## src/hw/rtl/cwstat_pkg.sv

```systemverilog
// Package for the consensus window statistics block.
// Field widths, record decode constants, register indexes and shared structs.
// No dependencies.
`timescale 1ns / 1ps

package cwstat_pkg;

    localparam int WORD_W      = 32;
    localparam int COUNT_W     = 25;
    localparam int QUAL_W      = 8;
    localparam int DEPTH_W     = 8;
    localparam int MATCH_W     = 12;
    localparam int CENTER_W    = 33;
    localparam int SUM_W       = 32;
    localparam int MATCH_SUM_W = 36;
    localparam int MATCH_ACC_W = 37;
    localparam int CODE_W      = 4;
    localparam int CFG_IDX_W   = 2;

    // register indexes on the configuration port
    localparam logic [CFG_IDX_W-1:0] CFG_WINDOW_SIZE = 2'd0;
    localparam logic [CFG_IDX_W-1:0] CFG_MIN_QUALITY = 2'd1;
    localparam logic [CFG_IDX_W-1:0] CFG_RANGE_BEGIN = 2'd2;
    localparam logic [CFG_IDX_W-1:0] CFG_RANGE_END   = 2'd3;

    localparam logic [COUNT_W-1:0] WINDOW_SIZE_RESET = 25'd1000;

    // record decode
    localparam logic [CODE_W-1:0]  REF_UNKNOWN  = 4'hf;
    localparam logic [CODE_W-1:0]  REF_GC_A     = 4'd2;
    localparam logic [CODE_W-1:0]  REF_GC_B     = 4'd4;
    localparam logic [MATCH_W-1:0] UNIQUE_LOW   = 12'd8;
    localparam logic [MATCH_W-1:0] UNIQUE_HIGH  = 12'd32;

    typedef struct packed {
        logic [COUNT_W-1:0] window_size;
        logic [QUAL_W-1:0]  min_quality;
        logic [WORD_W-1:0]  range_begin;
        logic [WORD_W-1:0]  range_end;
    } t_cfg;

    // one classified item, front to back
    typedef struct packed {
        logic                covered;
        logic                snp;
        logic                het;
        logic                gc;
        logic                uniq;
        logic [DEPTH_W-1:0]  depth;
        logic [MATCH_W-1:0]  match;
        logic                close;
        logic                report;
        logic [CENTER_W-1:0] center;
    } t_cls;

    typedef struct packed {
        logic full;
        logic empty;
    } t_queue_status;

    typedef struct packed {
        logic [CENTER_W-1:0]    window_center;
        logic [COUNT_W-1:0]     covered_count;
        logic [COUNT_W-1:0]     snp_count;
        logic [COUNT_W-1:0]     het_count;
        logic [COUNT_W-1:0]     gc_count;
        logic [SUM_W-1:0]       depth_sum;
        logic [MATCH_SUM_W-1:0] match_sum;
        logic [COUNT_W-1:0]     unique_count;
        logic [SUM_W-1:0]       unique_depth_sum;
    } t_result;

endpackage

```

## src/hw/rtl/cwstat_front.sv

```systemverilog
// Front end: decodes each record, tracks position and window fill, decides close and report.
// Depends on cwstat_pkg.
`timescale 1ns / 1ps

module cwstat_front #(
    parameter int MAX_WINDOW    = 16777216,
    parameter int POSITION_BITS = 32
) (
    input  logic                          i_clk,
    input  logic                          i_rst_n,
    input  cwstat_pkg::t_cfg              i_cfg,
    input  logic                          i_accept,
    input  logic [cwstat_pkg::WORD_W-1:0] i_low_word,
    input  logic [cwstat_pkg::WORD_W-1:0] i_high_word,
    input  logic                          i_seq_selected,
    input  logic                          i_last_of_sequence,
    output cwstat_pkg::t_cls              o_cls
);

    localparam logic [cwstat_pkg::COUNT_W-1:0] MAX_WS = cwstat_pkg::COUNT_W'(MAX_WINDOW);

    logic [POSITION_BITS-1:0]          r_position;
    logic [POSITION_BITS-1:0]          n_position;
    logic [cwstat_pkg::COUNT_W-1:0]    r_win_count;
    logic [cwstat_pkg::COUNT_W-1:0]    n_win_count;

    logic [cwstat_pkg::CODE_W-1:0]     ref_code;
    logic [cwstat_pkg::CODE_W-1:0]     cns_code;
    logic [cwstat_pkg::QUAL_W-1:0]     qual;
    logic [cwstat_pkg::DEPTH_W-1:0]    depth;
    logic [cwstat_pkg::MATCH_W-1:0]    match;
    logic [2:0]                        cns_ones;
    logic                              covered;
    logic [cwstat_pkg::COUNT_W-1:0]    ws;
    logic [cwstat_pkg::COUNT_W-1:0]    count;
    logic                              close;
    logic [cwstat_pkg::CENTER_W-1:0]   center;
    logic                              in_range;

    always_comb begin
        ref_code = i_high_word[31:28];
        cns_code = i_high_word[27:24];
        qual     = i_high_word[23:16];
        depth    = i_low_word[7:0];
        match    = i_low_word[31:20];
        cns_ones = 3'(cns_code[0]) + 3'(cns_code[1]) + 3'(cns_code[2]) + 3'(cns_code[3]);
        covered  = (ref_code != cwstat_pkg::REF_UNKNOWN) && (qual >= i_cfg.min_quality);

        // zero means one, oversize clamps
        if (i_cfg.window_size == '0) begin
            ws = cwstat_pkg::COUNT_W'(1);
        end else if (i_cfg.window_size > MAX_WS) begin
            ws = MAX_WS;
        end else begin
            ws = i_cfg.window_size;
        end

        count  = r_win_count + cwstat_pkg::COUNT_W'(1);
        close  = (count >= ws) || i_last_of_sequence;
        center = cwstat_pkg::CENTER_W'(r_position)
               + cwstat_pkg::CENTER_W'(ws[cwstat_pkg::COUNT_W-1:1])
               + cwstat_pkg::CENTER_W'(1);
        // range is off when begin is not below end
        in_range = (i_cfg.range_begin >= i_cfg.range_end)
                || ((center >= cwstat_pkg::CENTER_W'(i_cfg.range_begin))
                    && (center <= cwstat_pkg::CENTER_W'(i_cfg.range_end)));

        o_cls.covered = covered;
        o_cls.snp     = covered && (ref_code != cns_code);
        o_cls.het     = covered && (cns_ones == 3'd2);
        o_cls.gc      = covered && ((ref_code == cwstat_pkg::REF_GC_A)
                                 || (ref_code == cwstat_pkg::REF_GC_B));
        o_cls.uniq    = covered && (match >= cwstat_pkg::UNIQUE_LOW)
                                && (match <= cwstat_pkg::UNIQUE_HIGH);
        o_cls.depth   = covered ? depth : '0;
        o_cls.match   = covered ? match : '0;
        o_cls.close   = close;
        o_cls.report  = close && i_seq_selected && in_range;
        o_cls.center  = center;
    end

    always_comb begin
        n_win_count = (close) ? '0 : count;
        n_position  = (i_last_of_sequence) ? '0 : r_position + POSITION_BITS'(1);
    end

    always_ff @(posedge i_clk) begin
        if (!i_rst_n) begin
            r_position  <= '0;
            r_win_count <= '0;
        end else if (i_accept) begin
            r_position  <= n_position;
            r_win_count <= n_win_count;
        end
    end

endmodule

```

## src/hw/rtl/cwstat_queue.sv

```systemverilog
// Two-entry queue of classified items between front and back.
// Depends on cwstat_pkg.
`timescale 1ns / 1ps

module cwstat_queue (
    input  logic                      i_clk,
    input  logic                      i_rst_n,
    input  logic                      i_push,
    input  cwstat_pkg::t_cls          i_data,
    input  logic                      i_pop,
    output cwstat_pkg::t_cls          o_data,
    output cwstat_pkg::t_queue_status o_status
);

    cwstat_pkg::t_cls r_mem [2];
    logic             r_wr_ptr;
    logic             r_rd_ptr;
    logic [1:0]       r_count;
    logic [1:0]       n_count;

    always_comb begin
        o_data         = r_mem[r_rd_ptr];
        o_status.full  = (r_count == 2'd2);
        o_status.empty = (r_count == 2'd0);
        n_count        = r_count + 2'(i_push) - 2'(i_pop);
    end

    always_ff @(posedge i_clk) begin
        if (i_push) begin
            r_mem[r_wr_ptr] <= i_data;
        end
    end

    always_ff @(posedge i_clk) begin
        if (!i_rst_n) begin
            r_wr_ptr <= 1'b0;
            r_rd_ptr <= 1'b0;
            r_count  <= '0;
        end else begin
            if (i_push) begin
                r_wr_ptr <= ~r_wr_ptr;
            end
            if (i_pop) begin
                r_rd_ptr <= ~r_rd_ptr;
            end
            r_count <= n_count;
        end
    end

endmodule

```

## src/hw/rtl/cwstat_back.sv

```systemverilog
// Back end: window accumulators and the output register.
// Depends on cwstat_pkg.
`timescale 1ns / 1ps

module cwstat_back (
    input  logic                i_clk,
    input  logic                i_rst_n,
    input  cwstat_pkg::t_cls    i_cls,
    input  logic                i_avail,
    output logic                o_pop,
    input  logic                i_out_stall,
    output logic                o_out_valid,
    output cwstat_pkg::t_result o_result
);

    logic [cwstat_pkg::COUNT_W-1:0]     r_covered, n_covered;
    logic [cwstat_pkg::COUNT_W-1:0]     r_snp, n_snp;
    logic [cwstat_pkg::COUNT_W-1:0]     r_het, n_het;
    logic [cwstat_pkg::COUNT_W-1:0]     r_gc, n_gc;
    logic [cwstat_pkg::COUNT_W-1:0]     r_uniq, n_uniq;
    logic [cwstat_pkg::SUM_W-1:0]       r_depth, n_depth;
    logic [cwstat_pkg::SUM_W-1:0]       r_unique_depth, n_unique_depth;
    logic [cwstat_pkg::MATCH_ACC_W-1:0] r_match, n_match;
    logic                               r_out_valid;
    cwstat_pkg::t_result                r_result;
    logic                               out_free;

    always_comb begin
        n_covered      = r_covered + cwstat_pkg::COUNT_W'(i_cls.covered);
        n_snp          = r_snp + cwstat_pkg::COUNT_W'(i_cls.snp);
        n_het          = r_het + cwstat_pkg::COUNT_W'(i_cls.het);
        n_gc           = r_gc + cwstat_pkg::COUNT_W'(i_cls.gc);
        n_uniq         = r_uniq + cwstat_pkg::COUNT_W'(i_cls.uniq);
        n_depth        = r_depth + cwstat_pkg::SUM_W'(i_cls.depth);
        n_unique_depth = r_unique_depth
                       + (i_cls.uniq ? cwstat_pkg::SUM_W'(i_cls.depth) : '0);
        n_match        = r_match + cwstat_pkg::MATCH_ACC_W'(i_cls.match);

        out_free = !r_out_valid || !i_out_stall;
        // an item that reports waits for room in the output register
        o_pop    = i_avail && (!i_cls.report || out_free);
    end

    always_ff @(posedge i_clk) begin
        if (!i_rst_n) begin
            r_covered      <= '0;
            r_snp          <= '0;
            r_het          <= '0;
            r_gc           <= '0;
            r_uniq         <= '0;
            r_depth        <= '0;
            r_unique_depth <= '0;
            r_match        <= '0;
        end else if (o_pop) begin
            if (i_cls.close) begin
                r_covered      <= '0;
                r_snp          <= '0;
                r_het          <= '0;
                r_gc           <= '0;
                r_uniq         <= '0;
                r_depth        <= '0;
                r_unique_depth <= '0;
                r_match        <= '0;
            end else begin
                r_covered      <= n_covered;
                r_snp          <= n_snp;
                r_het          <= n_het;
                r_gc           <= n_gc;
                r_uniq         <= n_uniq;
                r_depth        <= n_depth;
                r_unique_depth <= n_unique_depth;
                r_match        <= n_match;
            end
        end
    end

    always_ff @(posedge i_clk) begin
        if (!i_rst_n) begin
            r_out_valid <= 1'b0;
        end else if (o_pop && i_cls.report) begin
            r_out_valid <= 1'b1;
        end else if (!i_out_stall) begin
            r_out_valid <= 1'b0;
        end
    end

    always_ff @(posedge i_clk) begin
        if (o_pop && i_cls.report) begin
            r_result.window_center    <= i_cls.center;
            r_result.covered_count    <= n_covered;
            r_result.snp_count        <= n_snp;
            r_result.het_count        <= n_het;
            r_result.gc_count         <= n_gc;
            r_result.depth_sum        <= n_depth;
            r_result.match_sum        <= n_match[cwstat_pkg::MATCH_SUM_W-1:0];
            r_result.unique_count     <= n_uniq;
            r_result.unique_depth_sum <= n_unique_depth;
        end
    end

    assign o_out_valid = r_out_valid;
    assign o_result    = r_result;

endmodule

```

## src/hw/rtl/consensus_window_statistics.sv

```systemverilog
// Top level of the consensus window statistics block: configuration registers,
// front end, queue and back end. Depends on cwstat_pkg and the cwstat_* modules.
`timescale 1ns / 1ps

// Takes one packed consensus record per cycle while o_in_stall is low, with no gaps
// needed between items. A record is decoded and classified by the front end on the
// cycle it is taken, then sits in a two-entry queue; the back end folds it into the
// window sums when it pops it and loads a result into the output register when a
// reported window closes, so o_out_valid rises once the closing item has left the
// queue. The output register plus the queue let the input keep flowing while one
// result waits; a held result stalls the input only once both queue entries fill.
// Configuration writes apply to items taken after the write edge.
module consensus_window_statistics #(
    parameter int MAX_WINDOW    = 16777216,
    parameter int POSITION_BITS = 32
) (
    input  logic                                  i_clk,
    input  logic                                  i_rst_n,
    input  logic                                  i_cfg_we,
    input  logic [cwstat_pkg::CFG_IDX_W-1:0]      i_cfg_index,
    input  logic [cwstat_pkg::WORD_W-1:0]         i_cfg_data,
    input  logic                                  i_in_valid,
    output logic                                  o_in_stall,
    input  logic [cwstat_pkg::WORD_W-1:0]         i_low_word,
    input  logic [cwstat_pkg::WORD_W-1:0]         i_high_word,
    input  logic                                  i_seq_selected,
    input  logic                                  i_last_of_sequence,
    output logic                                  o_out_valid,
    input  logic                                  i_out_stall,
    output logic [cwstat_pkg::CENTER_W-1:0]       o_window_center,
    output logic [cwstat_pkg::COUNT_W-1:0]        o_covered_count,
    output logic [cwstat_pkg::COUNT_W-1:0]        o_snp_count,
    output logic [cwstat_pkg::COUNT_W-1:0]        o_het_count,
    output logic [cwstat_pkg::COUNT_W-1:0]        o_gc_count,
    output logic [cwstat_pkg::SUM_W-1:0]          o_depth_sum,
    output logic [cwstat_pkg::MATCH_SUM_W-1:0]    o_match_sum,
    output logic [cwstat_pkg::COUNT_W-1:0]        o_unique_count,
    output logic [cwstat_pkg::SUM_W-1:0]          o_unique_depth_sum
);

    cwstat_pkg::t_cfg          r_cfg;
    cwstat_pkg::t_cls          front_cls;
    cwstat_pkg::t_cls          queue_cls;
    cwstat_pkg::t_queue_status queue_status;
    cwstat_pkg::t_result       result;
    logic                      accept;
    logic                      pop;

    always_ff @(posedge i_clk) begin
        if (!i_rst_n) begin
            r_cfg.window_size <= cwstat_pkg::WINDOW_SIZE_RESET;
            r_cfg.min_quality <= '0;
            r_cfg.range_begin <= '0;
            r_cfg.range_end   <= '0;
        end else if (i_cfg_we) begin
            unique case (i_cfg_index)
                cwstat_pkg::CFG_WINDOW_SIZE: begin
                    r_cfg.window_size <= i_cfg_data[cwstat_pkg::COUNT_W-1:0];
                end
                cwstat_pkg::CFG_MIN_QUALITY: begin
                    r_cfg.min_quality <= i_cfg_data[cwstat_pkg::QUAL_W-1:0];
                end
                cwstat_pkg::CFG_RANGE_BEGIN: begin
                    r_cfg.range_begin <= i_cfg_data;
                end
                cwstat_pkg::CFG_RANGE_END: begin
                    r_cfg.range_end <= i_cfg_data;
                end
                default: begin
                end
            endcase
        end
    end

    assign o_in_stall = queue_status.full;
    assign accept     = i_in_valid && !queue_status.full;

    cwstat_front #(
        .MAX_WINDOW    (MAX_WINDOW),
        .POSITION_BITS (POSITION_BITS)
    ) u_front (
        .i_clk              (i_clk),
        .i_rst_n            (i_rst_n),
        .i_cfg              (r_cfg),
        .i_accept           (accept),
        .i_low_word         (i_low_word),
        .i_high_word        (i_high_word),
        .i_seq_selected     (i_seq_selected),
        .i_last_of_sequence (i_last_of_sequence),
        .o_cls              (front_cls)
    );

    cwstat_queue u_queue (
        .i_clk    (i_clk),
        .i_rst_n  (i_rst_n),
        .i_push   (accept),
        .i_data   (front_cls),
        .i_pop    (pop),
        .o_data   (queue_cls),
        .o_status (queue_status)
    );

    cwstat_back u_back (
        .i_clk       (i_clk),
        .i_rst_n     (i_rst_n),
        .i_cls       (queue_cls),
        .i_avail     (!queue_status.empty),
        .o_pop       (pop),
        .i_out_stall (i_out_stall),
        .o_out_valid (o_out_valid),
        .o_result    (result)
    );

    assign o_window_center    = result.window_center;
    assign o_covered_count    = result.covered_count;
    assign o_snp_count        = result.snp_count;
    assign o_het_count        = result.het_count;
    assign o_gc_count         = result.gc_count;
    assign o_depth_sum        = result.depth_sum;
    assign o_match_sum        = result.match_sum;
    assign o_unique_count     = result.unique_count;
    assign o_unique_depth_sum = result.unique_depth_sum;

    // every sub-count is a subset of the covered positions
    a_counts_bounded: assert property (@(posedge i_clk) disable iff (!i_rst_n)
        o_out_valid |-> (o_snp_count <= o_covered_count)
                     && (o_het_count <= o_covered_count)
                     && (o_gc_count <= o_covered_count)
                     && (o_unique_count <= o_covered_count)
                     && (o_unique_depth_sum <= o_depth_sum))
        else $error("window counts exceed covered count");

    a_reset_out: assert property (@(posedge i_clk)
        !i_rst_n |=> !o_out_valid)
        else $error("result valid right after reset");

    a_reset_in: assert property (@(posedge i_clk)
        !i_rst_n |=> !o_in_stall)
        else $error("input stalled right after reset");

    // a queue pop never happens on an empty queue, so a stall needs two held items
    a_stall_needs_backlog: assert property (@(posedge i_clk) disable iff (!i_rst_n)
        $rose(o_in_stall) |-> $past(accept))
        else $error("input stall rose without a new item");

endmodule

```

## config.mk

```make
export PLATFORM = sky130hd
export DESIGN_NAME = consensus_window_statistics
export DESIGN_NICKNAME = d
export VERILOG_FILES = /design/src/hw/rtl/cwstat_pkg.sv /design/src/hw/rtl/cwstat_front.sv /design/src/hw/rtl/cwstat_queue.sv /design/src/hw/rtl/cwstat_back.sv /design/src/hw/rtl/consensus_window_statistics.sv
export SDC_FILE = /design/constraint.sdc
export NUM_CORES = 1
export LEC_CHECK = 0
export BUFFER_PORTS_ARGS = -buffer_cell sky130_fd_sc_hd__buf_2
export CORE_MARGIN = 4
export CORE_UTILIZATION = 45
export CTS_BUF_LIST = sky130_fd_sc_hd__clkbuf_4
export DETAILED_ROUTE_END_ITERATION = 10
export HOLD_SLACK_MARGIN = 0.08
export PLACE_DENSITY = 0.69
export SLEW_MARGIN = 30
export SYNTH_ARGS = -nofsm -noshare
export SYNTH_HDL_FRONTEND = slang
export SYNTH_HIERARCHICAL = 1
export SYNTH_SLANG_ARGS = --single-unit
export TNS_END_PERCENT = 100
```

## constraint.sdc

```tcl
create_clock -name i_clk -period 7.9 [get_ports i_clk]
set_input_delay 0.79 -clock i_clk [delete_from_list [all_inputs] [get_ports i_clk]]
set_output_delay 0.79 -clock i_clk [all_outputs]
set_load 0.01 [all_outputs]
```

==> impl_metrics.ini <==
[clocking]
htreeDepth = 4
cts.reportedPaths.clkPinSlew_ns = 0.07
cts.sinks = 763
cts_buffers = 202
tritoncts = yes
cts_setup_buffers = 0
cts-resized-gates = 0
cts_root_buf = clkbuf_4
insertion_delay_ns = 1.06
cts.path.max_buffers = 3

[layout]
nNetsFinal = 4425
stdcell_area_mm2 = 0.0440
mostFrequentLayoutCells = 384 x dfxtp_1, 378 x edfxtp_1, 350 x nand2_1, 335 x buf_2, 290 x clkbuf_4
final_common_cell = dfxtp_1
stdcell_count = 5431
ff_latch_area_mm2 = 0.0191
multi_input_area_mm2 = 0.0178
drive_gt1_share_pct = 18.9
n_fill_cell = 7577
areaGrowthSynthToFinish_pct = 15.0

[place]
gp_congestion = 0.900
io_buffers = 336
dpl-instance-area_mm2 = 0.0407
post-place-ws_ns = 1.55
placed_cells = 4993
dp_hpwl_um = 67200

[floorplanning]
dieArea_mm2 = 0.0898
core_area_mm2 = 0.0840
initial_core_util_pct = 45.6
die_x_um = 300
num_rows = 106
ios = 365
dieHeight_um = 300

[sta]
hold_viol = 0
rsz0062_at_grt = false
fin_crit_ns = 6.42
fin_tns_setup_ns = 0
clock.fmax_ghz = 0.156
slew_violations = 0
finClkSkew_ns = 0.0987
setup_slack_ns = 1.48
slew_headroom_pct = 36.3
setup_viol = 0
layout_worst_path_cycle_share_pct = 81.2
worstMarginPinSlew_ns = 0.955

[global_route]
track_usage_pct = 21.2
grt_pass1_vias = 28100
grt_pass1_wl_um = 152000
grt-ovfl-total = 0
antenna_found_initial = 4
grt_max_degree = 156

[detailed_routing]
final_antenna_net_count = 0
post_drt_wl_per_cell_um = 18.1
drc = 0
drt_iter0_markers = 1980
routed_wl_um = 98300
vias = 29300
avgViaCountPerCell = 5.39
drtPass1Iterations = 6

[setup_path]
worstPathRequired_ns = 8.72
start_kind = register
path_class = reg2reg
end_kind = register
startpoint = r_cfg[91]$_SDFFE_PN0P_
r2r-start = r_cfg[91]$_SDFFE_PN0P_
cp_max_fo = 5
arrival_ns = 7.24

[synthesis]
synth_cell_type_count = 103
yosys.area.top_type_share_pct = 29.7
syn_avg_cell_area_um2 = 10.4
postSynth.asyncResetShare_pct = 0
synth_area_leaders = edfxtp_1 30%, dfxtp_1 20%, ha_1 6.4%, xnor2_1 3.8%, nand2_1 3.5%
yosysTopAreaCell = edfxtp_1
ys_seq_area_share_pct = 49.8
yosys_warnings = 6
syn-cell-area_mm2 = 0.0383
synth_nets = 3996
postSynthCellCount = 3689
synth-seq-cells = 763
synth_edf_count = 378
synth-main-ff-cell = dfxtp_1

[flow_run]
cap_violations = 0

[status]
status = finished clean

[pwr]
leakagePower_uw = 0.0179
ir_drop_v = 0.000153
total_power_uw = 11400
cellPowerDensity_mw_per_mm2 = 260

[min_path]
min_path_type = in2reg
min_from = i_cfg_data[18]
sequential cells by signal, indices dropped and copies added (netlist names), named ones only:
| name | cells |
|---|---|
| u_back/o_result | 258 |
| u_queue/r_mem | 120 |
| r_cfg | 97 |
| u_back/r_match | 36 |
| u_back/r_depth | 32 |
| u_back/r_unique_depth | 32 |
| u_front/r_position | 32 |
| u_back/r_covered | 25 |
| u_back/r_gc | 25 |
| u_back/r_het | 25 |
| u_back/r_snp | 25 |
| u_back/r_uniq | 25 |
| u_front/r_win_count | 25 |
| u_queue/r_count | 2 |
| u_back/o_out_valid | 1 |
| u_queue/r_rd_ptr | 1 |
| u_queue/r_wr_ptr | 1 |
final timing paths:
kind              slack, ns  depth (start not counted)                              to
hold reg to reg        0.46                          2          r_cfg[13]$_SDFFE_PN0P_
setup reg to reg       1.48                         23  u_queue/r_mem[0][33]$_DFFE_PP_
setup / recovery       1.48                         23  u_queue/r_mem[0][33]$_DFFE_PP_
hold / removal         0.24                          3          r_cfg[50]$_SDFFE_PN0P_
timing repair:
action | CTS | global route
endpoints found under the hold margin | 135 | 0
hold buffers | 55 | 0
setup endpoints to repair | 0 | 0
Yosys cell counts, types with 54 or more instances:
| cell type | n |
|---|---|
| dfxtp_1 | 385 |
| nand4_1 | 68 |
| clkbuf_1 | 129 |
| a21oi_1 | 200 |
| nor3_1 | 54 |
| inv_1 | 143 |
| ha_1 | 197 |
| and3_1 | 86 |
| mux2i_1 | 97 |
| nor2_1 | 265 |
| o21ai_0 | 175 |
| nand2_1 | 355 |
| xor2_1 | 120 |
| mux2_4 | 60 |
| nand3_1 | 128 |
| edfxtp_1 | 378 |
| xnor2_1 | 166 |
final cells by class:
cell class | count | area share, %
inverters | 145 | 1.25
multi-input cells | 2591 | 40.4
diodes | 3 | 0.0171
well taps | 1134 | 3.22
clock buffers | 290 | 4.95
flip-flops and latches | 763 | 43.3
clock inverters | 90 | 1.28
repair buffers | 415 | 5.56
kinds of logic after synthesis:
group	after synthesis	share of synthesized area, %
buf+inv	335	4.00
mux	157	4.89
flops	763	49.8
simple gates	1238	16.3
compound gates	707	11.7
xor+xnor	287	6.60
fa+ha+maj	202	6.70
layer usage:
layer  vias up  share of wire, %  track usage [%]
met2       828                47             35.2
met5         -                 0                0
met4         0               2.7             8.00
li1      14300                 -                -
met1     14000                44             27.6
met3       156               5.8             4.05
power by group:
part / switching (uW) / internal [uW] / leakage [uW]
registers: 222 / 4830 / 0.00672
clock network: 1680 / 1910 / 0.00161
logic: 1850 / 930 / 0.00956
total: 3750 / 7670 / 0.0179
per-stage QoR:
stage / hold WS, ns / utilization (%)
after floorplan: 0.436 / -
after global placement: 0.443 / 48.5
after detailed placement: 0.451 / 48.5
after CTS: 0.0822 / 52.4
after global routing: 0.143 / 52.4
final: 0.236 / 52.4
worst max-delay path: stages (launching register included):
cell and delay, ns:
dfxtp_1 0.32, nor4_1 0.57, nand4_1 0.21, o21ai_1 0.34, nand2_1 0.17, ha_1 0.24, fa_1 0.42, nor2b_1 0.17
o31a_2 0.20, nor4_4 0.05, o31ai_2 0.33, a21oi_2 0.16, o21a_1 0.23, or2_2 0.29, xnor2_1 0.36, ha_1 0.32
and2_0 0.17, a221o_1 0.30, a221oi_1 0.45, o21ai_0 0.18, o21a_1 0.21, o21ai_0 0.15, o211ai_1 0.10, a21oi_1 0.26
Note: power is estimated with default switching activity, not from simulation.
